## src/kthc_pkg.sv

```systemverilog
`timescale 1ns / 1ps
`default_nettype none
// ----------------------------------------------------------------------------
// kthc_pkg
// Shared types and constants of the k-mer table hit counter.
// ----------------------------------------------------------------------------
package kthc_pkg;

    localparam int TABLE_DEPTH = 4096;
    localparam int IDX_W       = $clog2(TABLE_DEPTH);
    localparam int NUM_W       = IDX_W + 1;
    localparam int KMER_W      = 64;
    localparam int COUNT_W     = 32;
    localparam int MAX_K       = 32;
    localparam int K_W         = 6;
    localparam int CFG_IDX_W   = 1;
    localparam int CFG_DATA_W  = 13;

    localparam logic [1:0] MODE_LOAD  = 2'd0;
    localparam logic [1:0] MODE_BASE  = 2'd1;
    localparam logic [1:0] MODE_COUNT = 2'd2;

    localparam logic [CFG_IDX_W-1:0] REG_KMER_LENGTH = 1'd0;
    localparam logic [CFG_IDX_W-1:0] REG_ENTRY_COUNT = 1'd1;

    localparam logic [K_W-1:0] KMER_LENGTH_RESET = 6'd25;

    localparam logic [7:0] CHAR_A = 8'h41;
    localparam logic [7:0] CHAR_C = 8'h43;
    localparam logic [7:0] CHAR_G = 8'h47;
    localparam logic [7:0] CHAR_T = 8'h54;
    localparam logic [7:0] CHAR_LOWER_A = 8'h61;
    localparam logic [7:0] CHAR_LOWER_Z = 8'h7A;
    localparam logic [7:0] CASE_OFFSET  = 8'h20;

    typedef struct packed {
        logic [1:0]        mode;
        logic [IDX_W-1:0]  entry_index;
        logic [KMER_W-1:0] entry_kmer;
        logic [7:0]        base_char;
        logic              read_end;
    } cmd_t;

    typedef struct packed {
        logic               kmer_ready;
        logic               hit;
        logic [IDX_W-1:0]   hit_index;
        logic [COUNT_W-1:0] count_value;
    } result_t;

    typedef struct packed {
        logic              kmer_ready;
        logic [KMER_W-1:0] key;
    } win_t;

endpackage

`default_nettype wire

```

## src/kthc_window.sv

```systemverilog
`timescale 1ns / 1ps
`default_nettype none
// ----------------------------------------------------------------------------
// kthc_window
// Base window: folds case, packs bases, tracks the regular run, forms the key.
// ----------------------------------------------------------------------------
module kthc_window (
    input  wire logic                    clk,
    input  wire logic                    rst_n,
    input  wire logic                    shift_en,
    input  wire logic [7:0]              base_char,
    input  wire logic                    read_end,
    input  wire logic [kthc_pkg::K_W-1:0] k,
    output kthc_pkg::win_t               win
);
    import kthc_pkg::*;

    logic [KMER_W-1:0] window_reg;
    logic [K_W-1:0]    run_reg;
    logic [KMER_W-1:0] key_reg;
    logic              ready_reg;

    logic [7:0]        upper;
    logic [1:0]        code;
    logic              regular;
    logic [KMER_W-1:0] window_next;
    logic [K_W-1:0]    run_next;
    logic [K_W:0]      shift_amt;
    logic [KMER_W-1:0] mask;

    always_comb
    begin
        upper = base_char;
        if (base_char inside {[CHAR_LOWER_A:CHAR_LOWER_Z]})
        begin
            upper = base_char - CASE_OFFSET;
        end
        regular = 1'b1;
        code    = 2'd0;
        case (upper)
            CHAR_A:  code = 2'd0;
            CHAR_C:  code = 2'd1;
            CHAR_G:  code = 2'd2;
            CHAR_T:  code = 2'd3;
            default: regular = 1'b0;
        endcase
        window_next = {window_reg[KMER_W-3:0], code};
        run_next    = (run_reg < k) ? run_reg + 1'b1 : k;
        shift_amt   = (K_W + 1)'(KMER_W) - {k, 1'b0};
        mask        = {KMER_W{1'b1}} >> shift_amt;
    end

    always_ff @(posedge clk or negedge rst_n)
    begin
        if (!rst_n)
        begin
            window_reg <= '0;
            run_reg    <= '0;
            key_reg    <= '0;
            ready_reg  <= 1'b0;
        end
        else if (shift_en)
        begin
            key_reg   <= window_next & mask;
            ready_reg <= regular && (run_next == k);
            if (!regular || read_end)
            begin
                window_reg <= '0;
                run_reg    <= '0;
            end
            else
            begin
                window_reg <= window_next;
                run_reg    <= run_next;
            end
        end
    end

    assign win.kmer_ready = ready_reg;
    assign win.key        = key_reg;

endmodule

`default_nettype wire

```

## config.mk

```make
export PLATFORM = sky130hd
export DESIGN_NAME = kthc_window
export DESIGN_NICKNAME = d
export VERILOG_FILES = /design/src/kthc_pkg.sv /design/src/kthc_window.sv
export SDC_FILE = /design/constraint.sdc
export NUM_CORES = 1
export LEC_CHECK = 0
export BUFFER_PORTS_ARGS = -buffer_cell sky130_fd_sc_hd__buf_2
export CORE_MARGIN = 4
export CORE_UTILIZATION = 55
export DETAILED_ROUTE_END_ITERATION = 10
export PLACE_DENSITY_LB_ADDON = 0.15
export SYNTH_ARGS = -nofsm -noshare
export SYNTH_HDL_FRONTEND = slang
export SYNTH_SLANG_ARGS = --single-unit
```

## constraint.sdc

```tcl
create_clock -name clk -period 2.8 [get_ports clk]
set_input_delay 0.42 -clock clk [delete_from_list [all_inputs] [get_ports clk]]
set_output_delay 0.42 -clock clk [all_outputs]
set_load 0.01 [all_outputs]
```

# [Word-level counts from Yosys, hierarchy flattened]
# Index checks and enable logic that the tools add are counted.
[word_totals] register_bits=133 inputBits=18 out_inout_bits=65
[op_classes] n_addsub=3 n_lt_le_gt_ge=3 n_eq_ne=5 shift=1 mux=6 bitwise_logic=1 n_reduce_logical=5
[op_table] op="64-bit AND" count=1
[op_table] op="64-bit by 7-bit right shift with 64-bit output, first input constant" count=1
[op_table] op="62-bit two-way mux" count=1
[op_table] op="8-bit by 7-bit == test with 1-bit output, second input constant" count=4
[op_table] op="6-bit two-way mux" count=2
[op_table] op="8-bit by 7-bit greater-or-equal comparator with 1-bit output, second input constant" count=1
[op_table] op="8-bit by 7-bit less-or-equal comparator with 1-bit output, second input constant" count=1
[op_table] op="8-bit two-way mux" count=1
[op_table] op="8-bit by 6-bit subtractor with 8-bit output, second input constant" count=1
[op_table] op="7-bit subtractor, first input constant" count=1
[op_table] op="6-bit by 1-bit adder with 6-bit output, second input constant" count=1
[op_table] op="6-bit == test" count=1
[op_table] op="6-bit less-than comparator" count=1
[op_table] op="2-bit case mux with 3 select lines" count=1
[op_table] op="4-bit OR reduction" count=1
[op_table] op="1-bit logical AND" count=2
[op_table] op="1-bit zero test" count=1
[op_table] op="1-bit logical OR" count=1
[op_table] op="1-bit two-way mux" count=1

# [Logic depth before layout (Yosys ltp)]
[logic_depth] ltp_word=9 depth_mapped=9 depth_no_buf=7

# [Worst setup path before layout]
# No wires, ideal clock.
[synth_timing] path_kind="in2reg" start="in k[2] (netlist bit)" end="reg run_reg[2]" arrival_time_ns=2.080 setup_slack_ns=0.591 cell_stages=9 path_cell_list="buf_2 inv_1 ha_1 a21oi_1 o21ai_0 a221oi_1 buf_2 mux2i_1 o22ai_1"
[synth_between] elab_chain_cells=3
[synth_rtl] element="start: declaration" line="kthc_window.sv:13" rtl="input wire logic [kthc_pkg::K_W-1:0] k,"
[synth_rtl] element="6-bit less-than comparator" line="kthc_window.sv:48" rtl="run_next = (run_reg < k) ? run_reg + 1'b1 : k;"
[synth_rtl] element="6-bit two-way mux *" line="kthc_window.sv:48"
[synth_rtl] element="6-bit two-way mux *" line="kthc_window.sv:66" rtl="if (!regular || read_end)"
[synth_rtl] element="end signal: assignment" line="kthc_window.sv:74" rtl="run_reg <= run_next;"
[synth_rtl] element="end: declaration" line="kthc_window.sv:19" rtl="logic [K_W-1:0] run_reg;"
# Every way passes the cells marked *; elsewhere a longest branch is shown, timed or not.
# A chain may end at the register's enable or synchronous reset.

# [Worst setup path after layout]
[layout_timing] start="reg run_reg[0]" end="reg ready_reg"
[layout_between] elab_chain_cells=4
[layout_rtl] element="6-bit by 1-bit adder with 6-bit output / 6-bit less-than comparator (equally long branches)" line="kthc_window.sv:48"
[layout_rtl] element="6-bit two-way mux *" line="kthc_window.sv:48"
[layout_rtl] element="6-bit == test *" line="kthc_window.sv:65" rtl="ready_reg <= regular && (run_next == k);"
[layout_rtl] element="1-bit logical AND *" line="kthc_window.sv:65"
[layout_rtl] element="end signal: assignment" line="kthc_window.sv:65"
[layout_rtl] element="end: declaration" line="kthc_window.sv:21" rtl="logic ready_reg;"
# Marks and branches as above.

==> results.cfg <==
[drt]
totalWireLength_um = 13900
vias = 4377
vias_per_cell = 6.16
drc = 0
ant_nets = 0
drt_iter0_markers = 330
post_drt_wl_per_cell_um = 19.5
drt_pass1_iterations = 5

[sta]
tns_ns = 0
hold_viol_final = 0
timing.fmax_mhz = 496
skew_ns = 0.0122
finalSetupViolCount = 0
slew_headroom_pct = 55.7
rsz0062_at_grt = no
slew_violations = 0
worst_pin_slew_ns = 0.657
fin_crit_ns = 2.02
period_share_pct = 72.0

[clock_network]
cts.reportedPaths.clkPinSlew_ns = 0.06
clockRootBuffer = clkbuf_8
clock_path_buffers = 2
cts_made_buffers = 17
cts_tree = done
cts.htree.levels = 4
cts.sinks = 133
clk_latency_ns = 0.52

[synthesis]
syn_nets = 515
synth_async_sr_flop_share_pct = 100
ys_ff_latch = 133
ys_warn_count = 0
yosysTopAreaCell = dfrtp_1
synth-main-ff-cell = dfrtp_1
syn-mean-instance-area_um2 = 12.0
synth_top_area_share_pct = 57.1
synth_seq_area_share_pct = 57.1
syn-cell-area_um2 = 5830
syn-instance-count = 486
synth_area_leaders = dfrtp_1 (57%), a22o_1 (12%), o2bb2ai_1 (3.8%)
synth_cell_types = 56
synth-edff-count = 0

[grt]
grt_pass1_vias = 4458
overflow = 0
grt_pass1_wl_um = 22900
antenna_found_initial = 0
grt_max_degree = 126
grtUsageTotal_pct = 23.1

[setup_path]
reg2reg_depth = 6
crit_type = register to register
crit_slowest_cell = dfrtp_1
r2r_start = run_reg[0]
cpMostUsedCell = a31oi_1
path_max_fanout = 7
required_ns = 3.24
r2r_end = ready_reg
r2r_slack_ns = 0.78
slowest_delay_ns = 0.46
cp-start-kind = register
cp.arrival_ns = 2.45
worstPathCellList = ha_1 > or3b_1 > o211ai_1 > a31oi_1 > or4_1 > a31oi_1
endpoint_kind = register

[layout]
largest_register_ffs = 64
area_growth_pct = 19.5
layout-drive-gt1-share_pct = 23.7
fin_nets = 593
final_cells = 710
num_antenna_cells = 0
final_cell_area_um2 = 6970

[pwr]
p_sw_w = 0.000947
power_frac_clock_pct = 49.4
leakagePower_nw = 3.47
p_total_w = 0.00431
power_frac_seq_pct = 44.7
internal_power_w = 0.00336
p_sw_share_pct = 22.0
pwr-share-comb_pct = 5.9
power_density_nw_per_um2 = 618
ir_drop_mv = 0.407

[placement]
placed_area_um2 = 6400
io_buffer_count = 82
dp_hpwl_um = 9380
place_congestion = 0.893
dp.cells = 680

[hold_path]
hold_class = input port to register
min_to = window_reg[1]
hp-start = read_end
whs_path_depth = 2

[die]
die_area_um2 = 12300
coreArea_um2 = 10300
chipWidth_um = 111
die_y_um = 111
ios = 83
rows = 37
start_util_pct = 56.5

[run_status]
status = finished, final reports clean

[job]
maxCapViolations = 0
[power groups by stage]
stage               combinational [W]  clock, W  sequential (W)
CTS                          0.000259   0.00215         0.00192
global route                 0.000284   0.00224         0.00192
global placement             0.000249         0         0.00196
detailed placement           0.000257         0         0.00196
floorplan                    0.000147         0         0.00196
finish                       0.000256   0.00213         0.00192
[metrics by stage]
step | util, % | setup slack (ns) | hold WS (ns)
2_1_floorplan | - | 0.591 | 0.124
3_3_place_gp | 62.0 | 0.529 | 0.452
3_5_place_dp | 62.0 | 0.402 | 0.453
4_1_cts | 67.5 | 0.786 | 0.133
5_1_grt | 67.5 | 0.640 | 0.141
6_report | 67.5 | 0.784 | 0.151
[critical path: cells and delay by family (launching register included)]
family | cells | cell delay (ns)
flops | 1 | 0.46
compound gates | 3 | 0.41
fa+ha+maj | 1 | 0.29
simple gates | 2 | 0.79
[logic make-up after synthesis]
| logic type | after synthesis | share of synthesized area [%] |
|---|---|---|
| xor gates and xnor gates | 11 | 1.65 |
| muxes | 8 | 1.37 |
| adders and majority gates | 11 | 2.36 |
| and+or+nand+nor | 96 | 9.07 |
| buffers and inverters | 53 | 3.84 |
| AOI/OAI and AO/OA | 174 | 24.6 |
| DFF | 133 | 57.1 |
[area by class of cell]
cell class | instances | area, um2
inverter | 19 | 72.6
clock buffer | 25 | 494
sequential | 133 | 3330
fill | 766 | 3350
multi-input combinational | 300 | 2290
clock inverter | 4 | 70.1
timing repair buffer | 93 | 548
tap | 136 | 170
[synthesized netlist by cell type, types with 4 or more instances]
master,n
xor2_1,4
mux2i_1,8
nor2_1,13
a21oi_1,12
ha_1,11
nor2b_1,12
a31o_1,4
nor3_1,5
dfrtp_1,133
o22ai_1,5
clkbuf_1,19
o2bb2ai_1,25
a22o_1,77
o21ai_0,12
inv_1,18
a32o_1,14
a31o_2,4
a31oi_1,7
xnor2_1,7
buf_2,11
and3_1,4
nand3_1,8
nand2_1,31
[how the worst max path moves through the flow]
stage	start	endpoint	slack (ns)	depth (start not counted)
6_report	run_reg[0]	ready_reg	0.78	6
5_1_grt	run_reg[0]	ready_reg	0.64	6
4_1_cts	run_reg[0]	ready_reg	0.79	6
3_5_place_dp	k[1]	key_reg[62]	0.40	8
3_3_place_gp	k[1]	key_reg[53]	0.53	8
2_1_floorplan	k[2]	run_reg[2]	0.59	9
[cells in the final DEF (no fill, tap or decap), types with 8 or more instances in the layout]
| cell | instances |
|---|---|
| ha_1 | 11 |
| mux2i_1 | 8 |
| nand3_1 | 8 |
| dfrtp_1 | 133 |
| inv_1 | 18 |
| clkbuf_16 | 16 |
| o2bb2ai_1 | 25 |
| nand2_1 | 31 |
| nor2b_1 | 12 |
| o21ai_0 | 12 |
| a32o_1 | 14 |
| nor2_1 | 13 |
| a22o_1 | 77 |
| buf_2 | 81 |
| a21oi_1 | 12 |
[routing by layer]
layer / track usage, % / part of all wire (%) / vias to the layer above
met2: 35.6 / 48 / 132
met5: 0 / 0 / -
met4: 7.39 / 1.5 / 0
met3: 5.90 / 4.4 / 23
met1: 32.3 / 46 / 2239
li1: - / - / 1983
[repair_timing]
item / CTS / global route
gates resized for setup: 0 / 0
setup buffers: 0 / 0
hold buffers: 1 / 0
endpoints found under the hold margin: 42 / 0
No activity file was read; power rests on OpenSTA's default activity.
